**src/rtl/rrwca_pkg.sv**
```systemverilog
// Types, constants and codes shared by the receive reorder window.
package rrwca_pkg;

   localparam int WINDOW        = 64;   // slots; a power of two
   localparam int PAYLOAD_WIDTH = 64;
   localparam int DRAIN_MAX     = 16;
   localparam int RESULT_CAP    = 16;
   localparam int DRAIN_LIMIT   = (DRAIN_MAX < RESULT_CAP) ? DRAIN_MAX : RESULT_CAP;
   localparam int SCAN_STEP     = 8;    // slots examined per cycle by the run scan

   localparam int IDX_W = $clog2(WINDOW);
   localparam int RUN_W = $clog2(WINDOW + 1);
   localparam int CNT_W = $clog2(DRAIN_LIMIT + 1);

   localparam logic KIND_ARRIVAL = 1'b0;
   localparam logic KIND_DRAIN   = 1'b1;

   typedef enum logic [1:0] {
      RK_ACK   = 2'd0,
      RK_DATA  = 2'd1,
      RK_EMPTY = 2'd2
   } rkind_type;

   typedef struct packed {
      logic        kind;
      logic [31:0] seq;
      logic [31:0] stamp;
      logic        fin;
      logic [63:0] payload;
   } req_type;

   typedef struct packed {
      rkind_type   rkind;
      logic [31:0] ack_seq;
      logic [31:0] echo_stamp;
      logic [63:0] data_word;
      logic        end_of_file;
      logic        last;
      logic        out_of_window;
   } rsp_type;

endpackage

```
**src/rtl/receive_reorder_window_cumulative_ack.sv**
```systemverilog
// Receive reorder window: stores arrivals by sequence number, acks cumulatively, drains in order.
//
// Usage: drive req_item and raise start; the item is taken at an edge where busy is low.
// An arrival (kind 0) yields one acknowledgement item on rsp_item, marked by rsp_strobe
// for one cycle: the base plus the run of filled slots, echoing the stamp. An arrival
// outside the window, or any arrival after the final packet was drained, is dropped
// and flagged with out_of_window.
// An arrival that does not touch the slot right after the filled run is acked in the cycle
// after it is taken and the block is free again at once. An arrival that fills that slot
// extends the run with a scan of 8 slots per cycle, and its ack follows once the scan stops.
// A drain (kind 1) starts one payload memory read and then delivers one word per cycle
// from the base, up to 16, stopping after the end-of-file word or at the first empty slot;
// the last word carries last. A drain with nothing ready answers one empty item.
// Payload words sit in a memory with one write port and one registered read port; slot
// fill bits are flip-flops that reset clears, so no clearing pass is needed.
// Reset (synchronous, active high) empties the window and sets the base to zero.
// The receiver cannot stall: every result is present for exactly one cycle.
module receive_reorder_window_cumulative_ack (
   input  logic              clock,
   input  logic              reset,
   input  logic              start,
   output logic              busy,
   input  rrwca_pkg::req_type req_item,
   output logic              rsp_strobe,
   output rrwca_pkg::rsp_type rsp_item
);

   localparam int IDX_W = rrwca_pkg::IDX_W;
   localparam int RUN_W = rrwca_pkg::RUN_W;
   localparam int CNT_W = rrwca_pkg::CNT_W;
   localparam int PW    = rrwca_pkg::PAYLOAD_WIDTH;

   typedef enum logic [1:0] {
      ST_IDLE,
      ST_SCAN,
      ST_DRAIN
   } state_type;

   state_type                      state_ff, state_in;
   logic [31:0]                    base_ff, base_in;
   logic [RUN_W-1:0]               run_ff, run_in;
   logic [rrwca_pkg::WINDOW-1:0]   filled_ff, filled_in;
   logic                           finished_ff, finished_in;
   logic [CNT_W-1:0]               count_ff, count_in;
   logic [31:0]                    stamp_ff, stamp_in;
   logic                           rsp_strobe_ff, rsp_strobe_in;
   rrwca_pkg::rsp_type             rsp_ff, rsp_in;

   // payload memory: final mark on top of the word
   logic [PW:0]                    slot_mem [rrwca_pkg::WINDOW];
   logic [PW:0]                    rd_data_ff;
   logic [IDX_W-1:0]               rd_addr;
   logic                           mem_we;
   logic [IDX_W-1:0]               wr_addr;
   logic [PW:0]                    wr_data;

   logic [31:0]                    offset;
   logic                           drop;
   logic [IDX_W-1:0]               base_idx;
   logic [IDX_W-1:0]               next_idx;
   logic [31:0]                    base_next;

   assign base_idx  = base_ff[IDX_W-1:0];
   assign base_next = base_ff + 32'd1;
   assign next_idx  = base_next[IDX_W-1:0];
   assign offset    = req_item.seq - base_ff;
   assign drop      = finished_ff || (offset >= 32'(rrwca_pkg::WINDOW));
   assign wr_addr   = req_item.seq[IDX_W-1:0];
   assign wr_data   = {req_item.fin, req_item.payload[PW-1:0]};

   always_comb begin
      logic             stop;
      logic [RUN_W-1:0] pos;
      logic [IDX_W-1:0] idx;
      logic [CNT_W-1:0] cnt_next;
      logic             is_final;
      logic             done;

      state_in      = state_ff;
      base_in       = base_ff;
      run_in        = run_ff;
      filled_in     = filled_ff;
      finished_in   = finished_ff;
      count_in      = count_ff;
      stamp_in      = stamp_ff;
      rsp_strobe_in = 1'b0;
      rsp_in        = '0;
      rsp_in.rkind  = rrwca_pkg::RK_ACK;
      mem_we        = 1'b0;
      rd_addr       = base_idx;
      stop          = 1'b0;
      pos           = '0;
      idx           = '0;
      cnt_next      = count_ff + CNT_W'(1);
      is_final      = rd_data_ff[PW];
      done          = 1'b0;

      unique case (state_ff)
         ST_IDLE: begin
            if (start) begin
               if (req_item.kind == rrwca_pkg::KIND_ARRIVAL) begin
                  rsp_in.rkind         = rrwca_pkg::RK_ACK;
                  rsp_in.echo_stamp    = req_item.stamp;
                  rsp_in.out_of_window = drop;
                  rsp_in.last          = 1'b1;
                  if (!drop) begin
                     mem_we                       = 1'b1;
                     filled_in[offset[IDX_W-1:0] + base_idx] = 1'b1;
                  end
                  if (!drop && (offset[RUN_W-1:0] == run_ff)) begin
                     // slot right after the run filled: extend the run
                     run_in   = offset[RUN_W-1:0] + RUN_W'(1);
                     stamp_in = req_item.stamp;
                     state_in = ST_SCAN;
                  end else begin
                     rsp_in.ack_seq = base_ff + 32'(run_ff);
                     rsp_strobe_in  = 1'b1;
                  end
               end else begin
                  if (finished_ff || !filled_ff[base_idx]) begin
                     rsp_in.rkind   = rrwca_pkg::RK_EMPTY;
                     rsp_in.ack_seq = base_ff;
                     rsp_in.last    = 1'b1;
                     rsp_strobe_in  = 1'b1;
                  end else begin
                     count_in = '0;
                     state_in = ST_DRAIN;
                  end
               end
            end
         end
         ST_SCAN: begin
            for (int j = 0; j < rrwca_pkg::SCAN_STEP; j++) begin
               pos = run_ff + RUN_W'(j);
               idx = base_idx + pos[IDX_W-1:0];
               if (!stop) begin
                  if ((pos < RUN_W'(rrwca_pkg::WINDOW)) && filled_ff[idx]) begin
                     run_in = pos + RUN_W'(1);
                  end else begin
                     stop = 1'b1;
                  end
               end
            end
            if (stop) begin
               rsp_in.rkind      = rrwca_pkg::RK_ACK;
               rsp_in.ack_seq    = base_ff + 32'(run_in);
               rsp_in.echo_stamp = stamp_ff;
               rsp_in.last       = 1'b1;
               rsp_strobe_in     = 1'b1;
               state_in          = ST_IDLE;
            end
         end
         ST_DRAIN: begin
            done = is_final || (cnt_next == CNT_W'(rrwca_pkg::DRAIN_LIMIT))
                   || !filled_ff[next_idx];
            filled_in[base_idx] = 1'b0;
            base_in             = base_next;
            run_in              = run_ff - RUN_W'(1);
            count_in            = cnt_next;
            finished_in         = finished_ff || is_final;
            rd_addr             = next_idx;
            rsp_in.rkind        = rrwca_pkg::RK_DATA;
            rsp_in.ack_seq      = base_next;
            rsp_in.data_word    = 64'(rd_data_ff[PW-1:0]);
            rsp_in.end_of_file  = is_final;
            rsp_in.last         = done;
            rsp_strobe_in       = 1'b1;
            if (done) begin
               state_in = ST_IDLE;
            end
         end
         default: begin
            state_in = ST_IDLE;
         end
      endcase
   end

   always_ff @(posedge clock) begin
      if (reset) begin
         state_ff      <= ST_IDLE;
         base_ff       <= '0;
         run_ff        <= '0;
         filled_ff     <= '0;
         finished_ff   <= 1'b0;
         count_ff      <= '0;
         rsp_strobe_ff <= 1'b0;
      end else begin
         state_ff      <= state_in;
         base_ff       <= base_in;
         run_ff        <= run_in;
         filled_ff     <= filled_in;
         finished_ff   <= finished_in;
         count_ff      <= count_in;
         rsp_strobe_ff <= rsp_strobe_in;
      end
      stamp_ff <= stamp_in;
      rsp_ff   <= rsp_in;
   end

   always_ff @(posedge clock) begin
      if (mem_we) begin
         slot_mem[wr_addr] <= wr_data;
      end
      rd_data_ff <= slot_mem[rd_addr];
   end

   assign busy       = (state_ff != ST_IDLE);
   assign rsp_strobe = rsp_strobe_ff;
   assign rsp_item   = rsp_ff;

`ifndef NO_ASSERTIONS
   a_run_bound: assert property (@(posedge clock) disable iff (reset)
      run_ff <= RUN_W'(rrwca_pkg::WINDOW))
      else $error("filled run exceeds window");

   a_drain_base_filled: assert property (@(posedge clock) disable iff (reset)
      (state_ff == ST_DRAIN) |-> filled_ff[base_idx] && !finished_ff)
      else $error("drain reads an empty base slot");

   a_eof_is_last: assert property (@(posedge clock) disable iff (reset)
      (rsp_strobe && rsp_item.rkind == rrwca_pkg::RK_DATA && rsp_item.end_of_file)
      |-> rsp_item.last)
      else $error("end-of-file word not marked last");

   a_scan_nonempty: assert property (@(posedge clock) disable iff (reset)
      (state_ff == ST_SCAN) |-> (run_ff != '0) && filled_ff[base_idx])
      else $error("run scan started on an empty base");

   a_final_stops: assert property (@(posedge clock) disable iff (reset)
      (rsp_strobe && rsp_item.rkind == rrwca_pkg::RK_DATA && rsp_item.end_of_file)
      |-> finished_ff && !busy)
      else $error("drain continued past end of file");
`endif

endmodule

```
**config.mk**
```make
export PLATFORM = sky130hd
export DESIGN_NAME = receive_reorder_window_cumulative_ack
export DESIGN_NICKNAME = d
export VERILOG_FILES = /design/src/rtl/rrwca_pkg.sv /design/src/rtl/receive_reorder_window_cumulative_ack.sv
export SDC_FILE = /design/constraint.sdc
export NUM_CORES = 2
export LEC_CHECK = 0
export BUFFER_PORTS_ARGS = -buffer_cell sky130_fd_sc_hd__buf_2
export CAP_MARGIN = 25
export CORE_UTILIZATION = 63
export DETAILED_ROUTE_END_ITERATION = 10
export PLACE_DENSITY = 0.8
export SYNTH_ARGS = -nofsm -noshare
export SYNTH_HDL_FRONTEND = slang
export SYNTH_MEMORY_MAX_BITS = 65536
export SYNTH_SLANG_ARGS = --single-unit
```
**constraint.sdc**
```tcl
create_clock -name clock -period 8.2 [get_ports clock]
set_input_delay 0 -clock clock [delete_from_list [all_inputs] [get_ports clock]]
set_output_delay 0 -clock clock [all_outputs]
set_load 0.05 [all_outputs]
```
==> qor.csv <==
stage,metric,value,unit
status,status,"complete, no violations",
worst_setup_path,slowest_stage,xnor2_1,
pwr,p_per_area,229,nW/um^2
route,via_per_inst,7.85,
finish,synthToLayoutAreaGrowth,14.3,%
clock_network,worst_skew_pair.late_latency,1070,ps
worst_setup_path,cp_slowest_stage_delay,600,ps
synthesis,ys_top_cells_by_area,"edfxtp_1 70%, mux4_2 18%, dfxtp_1 3.5%, xnor2_1 0.72%, ha_1 0.67%",
finish,finish.utilization,0.726,
synthesis,yosys_most_used_dff,edfxtp_1,
worst_setup_path,crit_fanout,12,
worst_setup_path,timing.rr.start,run_ff[2],
die,start_util,0.635,
worst_setup_path,r2r_slack,730,ps
synthesis,ys_warn_count,0,
timing,period_minus_slack,7470,ps
die,die_width,536,um
pwr,p_int,36800,uW
route,drc,0,
pwr,comb_power_share,0.017,
synthesis,syn_area,180000,sq um
clock_network,cts_inserted_buffers,428,
route,firstDrtPassIters,6,
worst_setup_path,critical_path_required,9070,ps
synthesis,yosysTopAreaCell,edfxtp_1,
clock_network,cts_tree,yes,
global_route,grt_pass1_vias,103000,
global_route,gr-total-overflow,0,
route,drtIter0Drc,19900,
min_path,hp-class,primary input to flop,
pwr,pwr-share-clk,0.450,
die,fp.dieArea,288000,sq um
die,num_rows,195,
worst_setup_path,path_buf_inv,5,
placement,io_buffers,267,
timing,finalMaxSlewViolations,0,
pwr,irDropWorstVdd,0.000322,V
pwr,total_leakage_power,0.0660,uW
placement,dpl-instance-area,188000,sq um
route,vias,104000,
worst_setup_path,crit_path_end_kind,flop,
worst_setup_path,critPathTopFamily,simple AND/OR/NAND/NOR gates,
timing,fin_tns_setup,0,ps
finish,drive_gt1_frac,0.307,
timing,max_slew_margin,0.192,
die,ios,268,
synthesis,synth_seq_area_share,0.734,
synthesis,ys_types,114,
timing,setup_viol_count_final,0,
synthesis,ys_ff_latch,4502,
synthesis,postSynthCellCount,8385,
pwr,switching_share,0.218,
route,wl,613000,um
timing,max_freq,0.134,GHz
route,wire_per_inst,46.1,um
placement,dpl.hpwl,289000,um
synthesis,synth_nets,8622,
global_route,grt_first_pass_wirelength,832000,um
placement,pre_cts_slack,906,ps
worst_setup_path,rr_worst_depth,32,
timing,grt_setup_unrepaired,no,
global_route,grt_max_degree,154,
synthesis,yosys.area.top_type_share,0.700,
worst_setup_path,startpoint_type,flop,
synthesis,synthArstFlopShare,0,
global_route,antenna_found_initial,50,
synthesis,synth-edff-count,4192,
route,drtAntennaViolNets,0,
clock_network,cts_buffer_depth,4,
pwr,p_seq_frac,0.533,
finish,stdcell_area,206000,sq um
timing,fin_ws,732,ps
run,drv_cap,0,
global_route,grt_usage,0.425,
worst_setup_path,cp.arrival,8340,ps
timing,finalHoldViolations,0,
finish,fillers,14700,
clock_network,root_buffer,clkbuf_16,
placement,gp_congestion,0.914,
synthesis,synth_area_per_cell,21.4,sq um
die,fp.dieH,536,um
pwr,power_switching,10300,uW
timing,finalCritPeriodShare,0.911,
clock_network,clkTransAtPathRegs,70,ps
worst_setup_path,path_class,flop to flop,
worst_setup_path,crit_path_end,rsp_item[127],
worst_setup_path,worstSetupStartpoint,run_ff[2],
die,core,283000,sq um
clock_network,h-tree-depth,5,
clock_network,cts_num_sinks,4502,
finish,fin_nets,9406,
timing,worst_slew_pin_slew,1210,ps
worst_setup_path,worstReg2RegEnd,rsp_item[127],
timing,clock_skew,137,ps
worst_setup_path,cp.depth,32,
kinds of logic (layout without fill, tap and decap cells):
| family | after synthesis | count (layout) | share of synthesized area |
|---|---|---|---|
| adders and majority gates | 104 | 104 | 0.00753 |
| xor gates and xnor gates | 197 | 197 | 0.00982 |
| AOI/OAI and AO/OA | 679 | 679 | 0.0265 |
| and+or+nand+nor | 849 | 849 | 0.0237 |
| DFF | 4502 | 4502 | 0.734 |
| muxes | 1511 | 1511 | 0.186 |
| buffers and inverters | 543 | 1700 | 0.0121 |
| other | 0 | 20 | 0 |
what timing repair did:
action	in CTS	in global routing
hold buffers	134	33
resized for setup	0	0
endpoints found under the hold margin	4287	248
buffers inserted	0	0
final cells by class:
cell class	count	area, sq um	area share
well taps	3743	4680	0.0228
multi-input cells	3340	46200	0.225
diodes	20	50.0	0.000243
flip-flops and latches	4502	132000	0.642
inverters	86	323	0.00157
repair buffers	811	7760	0.0377
clock buffers	526	11400	0.0555
clock inverters	277	3100	0.0151
power by group through the flow:
stage | clock [uW] | sequential [uW] | combinational [uW]
2_1_floorplan | 0 | 25600 | 154
5_1_grt | 21900 | 25000 | 805
3_3_place_gp | 0 | 25600 | 549
3_5_place_dp | 0 | 25600 | 590
6_report | 21200 | 25100 | 789
4_1_cts | 21100 | 25100 | 666
worst min path at each step:
| stage | from | to | slack (ps) | cells after the start |
|---|---|---|---|---|
| 2_1_floorplan | req_item[0] | slot_mem[0][0] | 100 | 0 |
| 3_3_place_gp | req_item[91] | stamp_ff[26] | 190 | 1 |
| 3_5_place_dp | req_item[73] | stamp_ff[8] | 190 | 1 |
| 4_1_cts | req_item[98] | slot_mem[14][5] | 70 | 4 |
| 5_1_grt | req_item[55] | slot_mem[13][55] | -7 | 2 |
| 6_report | req_item[55] | slot_mem[13][55] | 1 | 2 |
sequential cells by signal, indices dropped and copies added, names as in the netlist:
name,flops
slot_mem,4160
filled_ff,64
rd_data_ff,65
base_ff,32
finished_ff,1
rsp_strobe,1
state_ff,2
stamp_ff,32
count_ff,5
rsp_item,133
run_ff,7
layer usage:
layer | global-route usage | vias up | routed length (um)
met5 | 0 | - | 357
met4 | 0.270 | 54 | 48600
met3 | 0.109 | 2707 | 82000
met2 | 0.671 | 11700 | 293000
met1 | 0.531 | 53000 | 190000
li1 | - | 37100 | -
synthesized netlist by cell type, drive strengths merged (8+ instances only):
cell,count
a21o,36
clkinv,11
nand2b,16
nor2b,30
a31oi,23
dfxtp,310
edfxtp,4192
nand4,34
a22o,34
nand3,90
ha,97
o21bai,12
mux4,1464
a222oi,10
or3,25
o21ai,142
nand3b,9
a2111oi,15
xor2,49
buf,151
inv,75
o22ai,12
o31ai,14
o211ai,47
a22oi,11
mux2i,40
o2111ai,12
a221oi,15
nor3b,13
or2,8
clkbuf,306
o32ai,8
nor2,237
nand2,184
and2,81
a211oi,24
a221o,8
xnor2,148
or4,9
nor3,53
and3,20
o21a,14
a21oi,149
o311ai,29
nor4,19
placed cells by master, fill, tap and decap left out, types with 94 or more instances in the layout:
cell type / n
a21oi_1: 143
nand2_1: 181
ha_1: 94
clkinv_2: 94
o21ai_0: 115
buf_4: 225
edfxtp_1: 4192
dlygate4sd3_1: 167
buf_2: 267
buf_12: 148
xnor2_1: 143
nor2_1: 169
mux4_2: 1464
clkbuf_16: 433
dfxtp_1: 308
metrics by stage:
stage	power (uW)	hold WS (ps)	std cells
2_1_floorplan	25800	98.9	8385
3_3_place_gp	26100	193	12300
3_5_place_dp	26200	195	12300
4_1_cts	46800	68.1	13200
5_1_grt	47700	-6.71	13300
6_report	47000	0.973	13300
No activity file was read; power rests on OpenSTA's default activity.
